--- config.mk ---
export PLATFORM = sky130hd
export DESIGN_NAME = sorted_queue_parity_pop_top
export DESIGN_NICKNAME = d
export VERILOG_FILES = /design/src/rtl/core/sqpp_pkg.sv /design/src/rtl/core/sorted_queue_parity_pop_top.sv /design/src/rtl/core/sqpp_cell.sv
export SDC_FILE = /design/constraint.sdc
export NUM_CORES = 2
export LEC_CHECK = 0
export BUFFER_PORTS_ARGS = -buffer_cell sky130_fd_sc_hd__buf_2
export CAP_MARGIN = 5
export CELL_PAD_IN_SITES_DETAIL_PLACEMENT = 2
export CELL_PAD_IN_SITES_GLOBAL_PLACEMENT = 2
export CORE_ASPECT_RATIO = 1.75
export CORE_MARGIN = 4
export CORE_UTILIZATION = 46
export CTS_CLUSTER_DIAMETER = 40
export DETAILED_ROUTE_END_ITERATION = 6
export PLACE_DENSITY_LB_ADDON = 0.1
export SETUP_SLACK_MARGIN = 0.02
export SLEW_MARGIN = 5
export SYNTH_ARGS = -nofsm -noshare
export SYNTH_HDL_FRONTEND = slang
export SYNTH_SLANG_ARGS = --single-unit
--- constraint.sdc ---
create_clock -name clk -period 7.12 [get_ports clk]
set_input_delay 1.068 -clock clk [delete_from_list [all_inputs] [get_ports clk]]
set_output_delay 1.068 -clock clk [all_outputs]
set_load 0.01 [all_outputs]
--- src/rtl/core/sqpp_pkg.sv ---
// ----------------------------------------------------------------------------
// sqpp_pkg
// Shared types and constants for the sorted parity-pop queue.
// ----------------------------------------------------------------------------
package sqpp_pkg;

  localparam int DEPTH  = 64;
  localparam int DATA_W = 8;
  localparam int CAP_W  = 7;
  localparam int CNT_W  = $clog2(DEPTH + 1);
  localparam int CMP_W  = (CNT_W > CAP_W) ? CNT_W : CAP_W;

  localparam logic [CAP_W-1:0] CAP_RESET = CAP_W'(50);

  typedef enum logic [1:0] {
    OP_INSERT    = 2'd0,
    OP_TAKE_ODD  = 2'd1,
    OP_TAKE_EVEN = 2'd2,
    OP_UNUSED    = 2'd3
  } op_t;

  typedef enum logic [1:0] {
    ST_DONE     = 2'd0,
    ST_FULL     = 2'd1,
    ST_EMPTY    = 2'd2,
    ST_MISMATCH = 2'd3
  } status_t;

  typedef struct packed {
    logic              ins;
    logic              pop;
    logic [DATA_W-1:0] value;
  } cell_ctl_t;

endpackage

--- src/rtl/core/sorted_queue_parity_pop_top.sv ---
// ----------------------------------------------------------------------------
// sorted_queue_parity_pop_top
// Sorted bounded queue with parity-gated removal of the head.
// ----------------------------------------------------------------------------
// One request is taken per clock while in_tready is high; its result goes
// to the output entry, or to the skid entry if that is held. All cells
// compare with the incoming value at once, so insert position and shift
// settle in parallel. A two-entry output buffer absorbs a stalled result
// side; in_tready drops only when both entries hold results not yet taken.
module sorted_queue_parity_pop_top
  import sqpp_pkg::*;
(
  input  logic        clk,
  input  logic        rst_n,
  input  logic        cfg_wr_en,
  input  logic [6:0]  cfg_wr_data,   // capacity_limit
  input  logic        in_tvalid,
  output logic        in_tready,
  input  logic [15:0] in_tdata,      // op[1:0], value[9:2], zero pad
  output logic        out_tvalid,
  input  logic        out_tready,
  output logic [23:0] out_tdata      // status[1:0], head_value[9:2],
                                     // entry_count[16:10], zero pad
);

  logic [CAP_W-1:0] cap_r;
  logic [CNT_W-1:0] cnt_r;
  logic [CNT_W-1:0] cnt_nxt;

  logic [16:0] out_r;
  logic [16:0] skid_r;
  logic        out_valid_r;
  logic        skid_valid_r;

  logic [1:0]        op;
  logic [DATA_W-1:0] in_value;
  logic              accept;
  logic [CMP_W-1:0]  cnt_ext;
  logic [CMP_W-1:0]  lim_ext;
  logic              is_full;
  logic              empty;
  logic              head_odd;
  logic              match;
  cell_ctl_t         ctl;
  status_t           status;
  logic [DATA_W-1:0] head_value;
  logic [16:0]       result;

  logic [DATA_W-1:0] cell_val [DEPTH];
  logic              cell_lt  [DEPTH];

  assign op       = in_tdata[1:0];
  assign in_value = in_tdata[9:2];
  assign accept   = in_tvalid & in_tready;
  assign in_tready = ~skid_valid_r;

  assign cnt_ext  = CMP_W'(cnt_r);
  assign lim_ext  = (CMP_W'(cap_r) > CMP_W'(DEPTH)) ? CMP_W'(DEPTH) : CMP_W'(cap_r);
  assign is_full  = cnt_ext >= lim_ext;
  assign empty    = (cnt_r == '0);
  assign head_odd = cell_val[0][0];
  assign match    = (op == OP_TAKE_ODD && head_odd) || (op == OP_TAKE_EVEN && !head_odd);

  always_comb begin
    ctl.ins    = 1'b0;
    ctl.pop    = 1'b0;
    ctl.value  = in_value;
    status     = ST_DONE;
    head_value = '0;
    cnt_nxt    = cnt_r;
    if (op == OP_INSERT) begin
      if (is_full) begin
        status     = ST_FULL;
        head_value = empty ? '0 : cell_val[0];
      end else begin
        ctl.ins    = accept;
        head_value = cell_lt[0] ? cell_val[0] : in_value;
        cnt_nxt    = cnt_r + CNT_W'(1);
      end
    end else if (empty) begin
      status = ST_EMPTY;
    end else if (match) begin
      ctl.pop    = accept;
      head_value = cell_val[0];
      cnt_nxt    = cnt_r - CNT_W'(1);
    end else begin
      status     = ST_MISMATCH;
      head_value = cell_val[0];
    end
  end

  logic [CMP_W-1:0] cnt_res_ext;
  assign cnt_res_ext = CMP_W'(cnt_nxt);
  assign result      = {cnt_res_ext[6:0], head_value, status};

  for (genvar i = 0; i < DEPTH; i++) begin : g_cell
    logic              occ;
    logic              left_lt;
    logic [DATA_W-1:0] left_val;
    logic [DATA_W-1:0] right_val;

    assign occ = CNT_W'(i) < cnt_r;

    if (i == 0) begin : g_first
      assign left_lt  = 1'b1;
      assign left_val = in_value;
    end else begin : g_mid
      assign left_lt  = cell_lt[i-1];
      assign left_val = cell_val[i-1];
    end

    if (i == DEPTH - 1) begin : g_last
      assign right_val = cell_val[i];
    end else begin : g_inner
      assign right_val = cell_val[i+1];
    end

    sqpp_cell u_cell (
      .clk       (clk),
      .ctl       (ctl),
      .occ       (occ),
      .left_lt   (left_lt),
      .left_val  (left_val),
      .right_val (right_val),
      .lt        (cell_lt[i]),
      .val       (cell_val[i])
    );
  end

  always_ff @(posedge clk) begin
    if (!rst_n) begin
      cap_r <= CAP_RESET;
      cnt_r <= '0;
    end else begin
      if (cfg_wr_en) begin
        cap_r <= cfg_wr_data;
      end
      if (accept) begin
        cnt_r <= cnt_nxt;
      end
    end
  end

  logic out_free;
  assign out_free = ~out_valid_r | out_tready;

  always_ff @(posedge clk) begin
    if (!rst_n) begin
      out_valid_r  <= 1'b0;
      skid_valid_r <= 1'b0;
    end else begin
      if (skid_valid_r) begin
        if (out_free) begin
          out_valid_r  <= 1'b1;
          skid_valid_r <= 1'b0;
        end
      end else if (accept) begin
        if (out_free) begin
          out_valid_r <= 1'b1;
        end else begin
          skid_valid_r <= 1'b1;
        end
      end else if (out_free) begin
        out_valid_r <= 1'b0;
      end
    end
  end

  always_ff @(posedge clk) begin
    if (skid_valid_r) begin
      if (out_free) begin
        out_r <= skid_r;
      end
    end else if (accept) begin
      if (out_free) begin
        out_r <= result;
      end else begin
        skid_r <= result;
      end
    end
  end

  assign out_tvalid = out_valid_r;
  assign out_tdata  = {7'd0, out_r};

endmodule

--- src/rtl/core/sqpp_cell.sv ---
// ----------------------------------------------------------------------------
// sqpp_cell
// One slot of the sorted chain: holds a value, shifts right on insert,
// shifts left on pop, and compares itself against the incoming value.
// ----------------------------------------------------------------------------
module sqpp_cell
  import sqpp_pkg::*;
(
  input  logic              clk,
  input  cell_ctl_t         ctl,
  input  logic              occ,       // slot holds a live entry
  input  logic              left_lt,   // left neighbor stays put on insert
  input  logic [DATA_W-1:0] left_val,
  input  logic [DATA_W-1:0] right_val,
  output logic              lt,
  output logic [DATA_W-1:0] val
);

  logic [DATA_W-1:0] val_r;
  logic [DATA_W-1:0] val_nxt;

  assign lt  = occ & (val_r < ctl.value);
  assign val = val_r;

  always_comb begin
    val_nxt = val_r;
    if (ctl.ins) begin
      if (!lt) begin
        val_nxt = left_lt ? ctl.value : left_val;
      end
    end else if (ctl.pop) begin
      val_nxt = right_val;
    end
  end

  always_ff @(posedge clk) begin
    val_r <= val_nxt;
  end

endmodule
==> reports/results.txt <==
The maximum resistive drop on vdd is 0.182 mV. Multiplexer share of the synthesized area: 0.133. For this run, the detailed router's first-pass iteration total came to 6. Total power density per cell area: 226 mW/mm^2. The floorplan die height was 393 um.

Final-report hold violation count: 0. The run finished with clean final reports. The tools report the via count of the first global-routing pass as 37100. The kind of critical path is primary input to flop. Final non-filler cell area: 0.0432 mm^2.

During synthesis, Yosys emitted a total of 0 warnings. The number of rows in the core area was 141. Clock-pin slew was measured on the worst setup and hold paths at 60 ps. Final hold slack: 491 ps. Summed over all cells, the static leakage comes to 19.6 nW. Switching power as a share of total power: 0.277. The worst setup path is captured at a flop. For the worst setup path, the data arrival time is 5480 ps. The relative contribution of sequential cells to total power is 0.408, and the total track usage is 0.315. The post-layout minimum cycle time came out at 5240 ps.

Once placement completed, the tool counted placed cells totaling 4771. The most instantiated flip-flop cell in the synthesis netlist was edfxtp_1. The fraction of power consumed by the clock network was 0.466. Summing all placed instances gives a cell area of 0.0402 mm^2. The total area of multi-input combinational cells was 0.0210 mm^2.

For the count of hold-fix buffers inserted at cts, the log shows 0. In this run the count of I/O pins placed on the die edge is 54. Summed over all layers, the global routing overflow is 0.

The routed wirelength normalized by instance count was 29.3 um; the DRC marker count from the first detailed-route iteration was 1807. At the pin with the least slew margin, the transition time is 1260 ps. The netlist area before placement is 0.0390 mm^2, and the number of fillers in the final layout is 8547.

CTS saw 562 sinks. Summed over all nets, the switching power comes to 0.00270 W. The main combinational cell family by area after synthesis is compound AO/OA/AOI/OAI gates. The number of failing setup endpoints in the final timing report is 0. Across the run, the number of max-cap violations was 0. The adder-cell share of the synthesized area is 0.147, and the number of setup buffers added after CTS is 0.

The die covers 0.0898 mm^2. The relative slew slack was 0.149. The floorplan step set the die width to 228 um. In this run the worst path has a maximum fanout of 65. TritonCTS built the clock tree. The register bit total from synthesis is 562, and the setup TNS is 0 ps. The area added between synthesis and finish works out to 10.6%. For the CTS buffer count, the log shows 83. The share of the cycle needed by the critical path after routing is 0.736, and the number of instances in the synthesized netlist is 3838. Via count of the routed design: 31600. The area fraction of the dominant cell type after synthesis came out at 0.420. The run gives 680 ps as the clock latency at the later pin of the worst-skew pair. The worst setup path is launched from a primary input. CTS root buffer: clkbuf_16. At the end of routability-driven placement, the weighted congestion stood at 0.849.

The total number of H-tree levels is 3. By area the synthesized netlist is led by edfxtp_1 (42%), ha_1 (15%), mux2i_1 (13%). Synthesized area divided by synthesized cell count: 10.2 um^2.

By count the netlist is led by nand2_1 (590), o21ai_0 (574), edfxtp_1 (546), mux2i_1 (511), ha_1 (458). In this run the worst hold path is classified as flop to flop. The finished layout holds 4923 standard cells, fillers aside. Yosys mapped a number of flops with a built-in enable equal to 546. The detailed-route vias per instance came out at 6.43.

The internal power of the cells was 0.00704 W; the count of unique library cells instantiated by Yosys was 65. In this run the register-to-register setup slack is 2840 ps. Largest clock skew in the final design: 18.9 ps.

In this run, post-CTS repair resized a total of 0 instances. The async set-or-reset flop fraction in the synthesized netlist was 0. The fraction of layout instances using a drive strength above 1 is 0.0821, and the sequential fraction of the synthesis area is 0.428. The maximum clock insertion buffer count is 3. The initial core utilization is 0.463, and the maximum number of pins on one net before global-route repair is 208.

The first global-routing pass estimated 221000 um of wire. The complex-gate fraction of the synthesized area works out to 0.148. Input and output buffers added on the ports amount to 40. The initial antenna violation count was 2. For the combinational share of power, the log shows 0.126. Net total in the final layout: 4270. The run gives 0 as the number of max-slew violations in the final report. In the final layout, flip-flops and latches occupy 0.0167 mm^2. Setup repair after global routing left no endpoint under its margin.

The parity-gate share of the synthesized area counting xor and xnor cells came out at 0.000449. The library cell with the highest instance count after synthesis is nand2_1. The run gives 0 as the number of nets with antenna violations after detailed routing.

Timing would allow up to 191 MHz. The tools report the final routed wirelength across all metal layers as 144000 um. The final core utilization was 0.512.

For the core footprint, the log shows 0.0843 mm^2. The simple-gate share of the synthesized area was 0.108. Summed over all instances, the cell type with the most area after synthesis is edfxtp_1. Summed over all nets, the half-perimeter wirelength after detailed placement is 98100 um. The required time of the worst setup path is 7360 ps. The tools report the DRC violations left as 0.
-- placed cells by master (no fill, tap or decap), drive strengths merged, types with 61 or more instances in the layout --
| master | Yosys | routed |
|---|---|---|
| ha | 458 | 458 |
| a21oi | 226 | 226 |
| o21ai | 579 | 579 |
| mux2i | 511 | 511 |
| nand2 | 590 | 590 |
| clkbuf | 157 | 92 |
| edfxtp | 546 | 546 |
| o21bai | 61 | 61 |
| nor2 | 152 | 152 |
| buf | 131 | 143 |
-- registers in the layout, summed over array words and instances, names as in the netlist --
register           cells
skid_valid_r           1
g_cell.u_cell.val    512
out_tvalid             1
out_r                 17
skid_r                17
cap_r                  7
cnt_ext                7
-- power groups by stage --
stage / Combinational [W] / Clock, W / Sequential [W]
floorplan: 0.000769 / 0 / 0.00397
global placement: 0.00106 / 0 / 0.00403
detailed placement: 0.00119 / 0 / 0.00404
CTS: 0.00122 / 0.00461 / 0.00397
global route: 0.00136 / 0.00474 / 0.00399
finish: 0.00123 / 0.00454 / 0.00397
-- worst max-delay path: stages --
cell and delay (ps):
buf_4 810, clkinv_2 870, buf_4 490, ha_1 340, a211o_1 260, a41oi_1 900
o21ai_0 680
-- stage by stage --
stage / setup WS (ps) / power, W
finish: 1880 / 0.00974
global route: 1690 / 0.0101
CTS: 1940 / 0.00980
detailed placement: 1240 / 0.00523
global placement: 1420 / 0.00509
floorplan: 2480 / 0.00474
-- routing by layer --
metal	track usage	part of all wire	vias up
met1	0.333	0.37	16300
li1	-	-	14300
met2	0.595	0.53	708
met3	0.0415	0.033	397
met4	0.175	0.063	0
met5	0	0	-
-- final timing paths --
| path | from | end | depth (start not counted) |
|---|---|---|---|
| worst max-delay path | in_tdata[9] | g_cell[47].u_cell.val[0] | 7 |
| worst min-delay path | cap_r[1] | cap_r[1] | 2 |
| worst max register to register | cnt_ext[5] | g_cell[43].u_cell.val[4] | 6 |
| worst min register to register | cap_r[1] | cap_r[1] | 2 |
-- logic make-up after synthesis --
| family | count (synthesis) |
|---|---|
| AOI/OAI and AO/OA | 1023 |
| and+or+nand+nor | 968 |
| DFF | 562 |
| muxes | 518 |
| adders and majority gates | 458 |
| buffers and inverters | 306 |
| xor gates and xnor gates | 2 |
| other | 1 |
-- final cells by class --
class	instances	share of cell area
well taps	1072	0.0311
diodes	1	0.0000580
inverters	18	0.00188
clock inverters	59	0.0179
flip-flops and latches	562	0.387
clock buffers	92	0.0511
repair buffers	143	0.0242
multi-input cells	2976	0.487
Note: power is estimated with default switching activity, not from simulation.
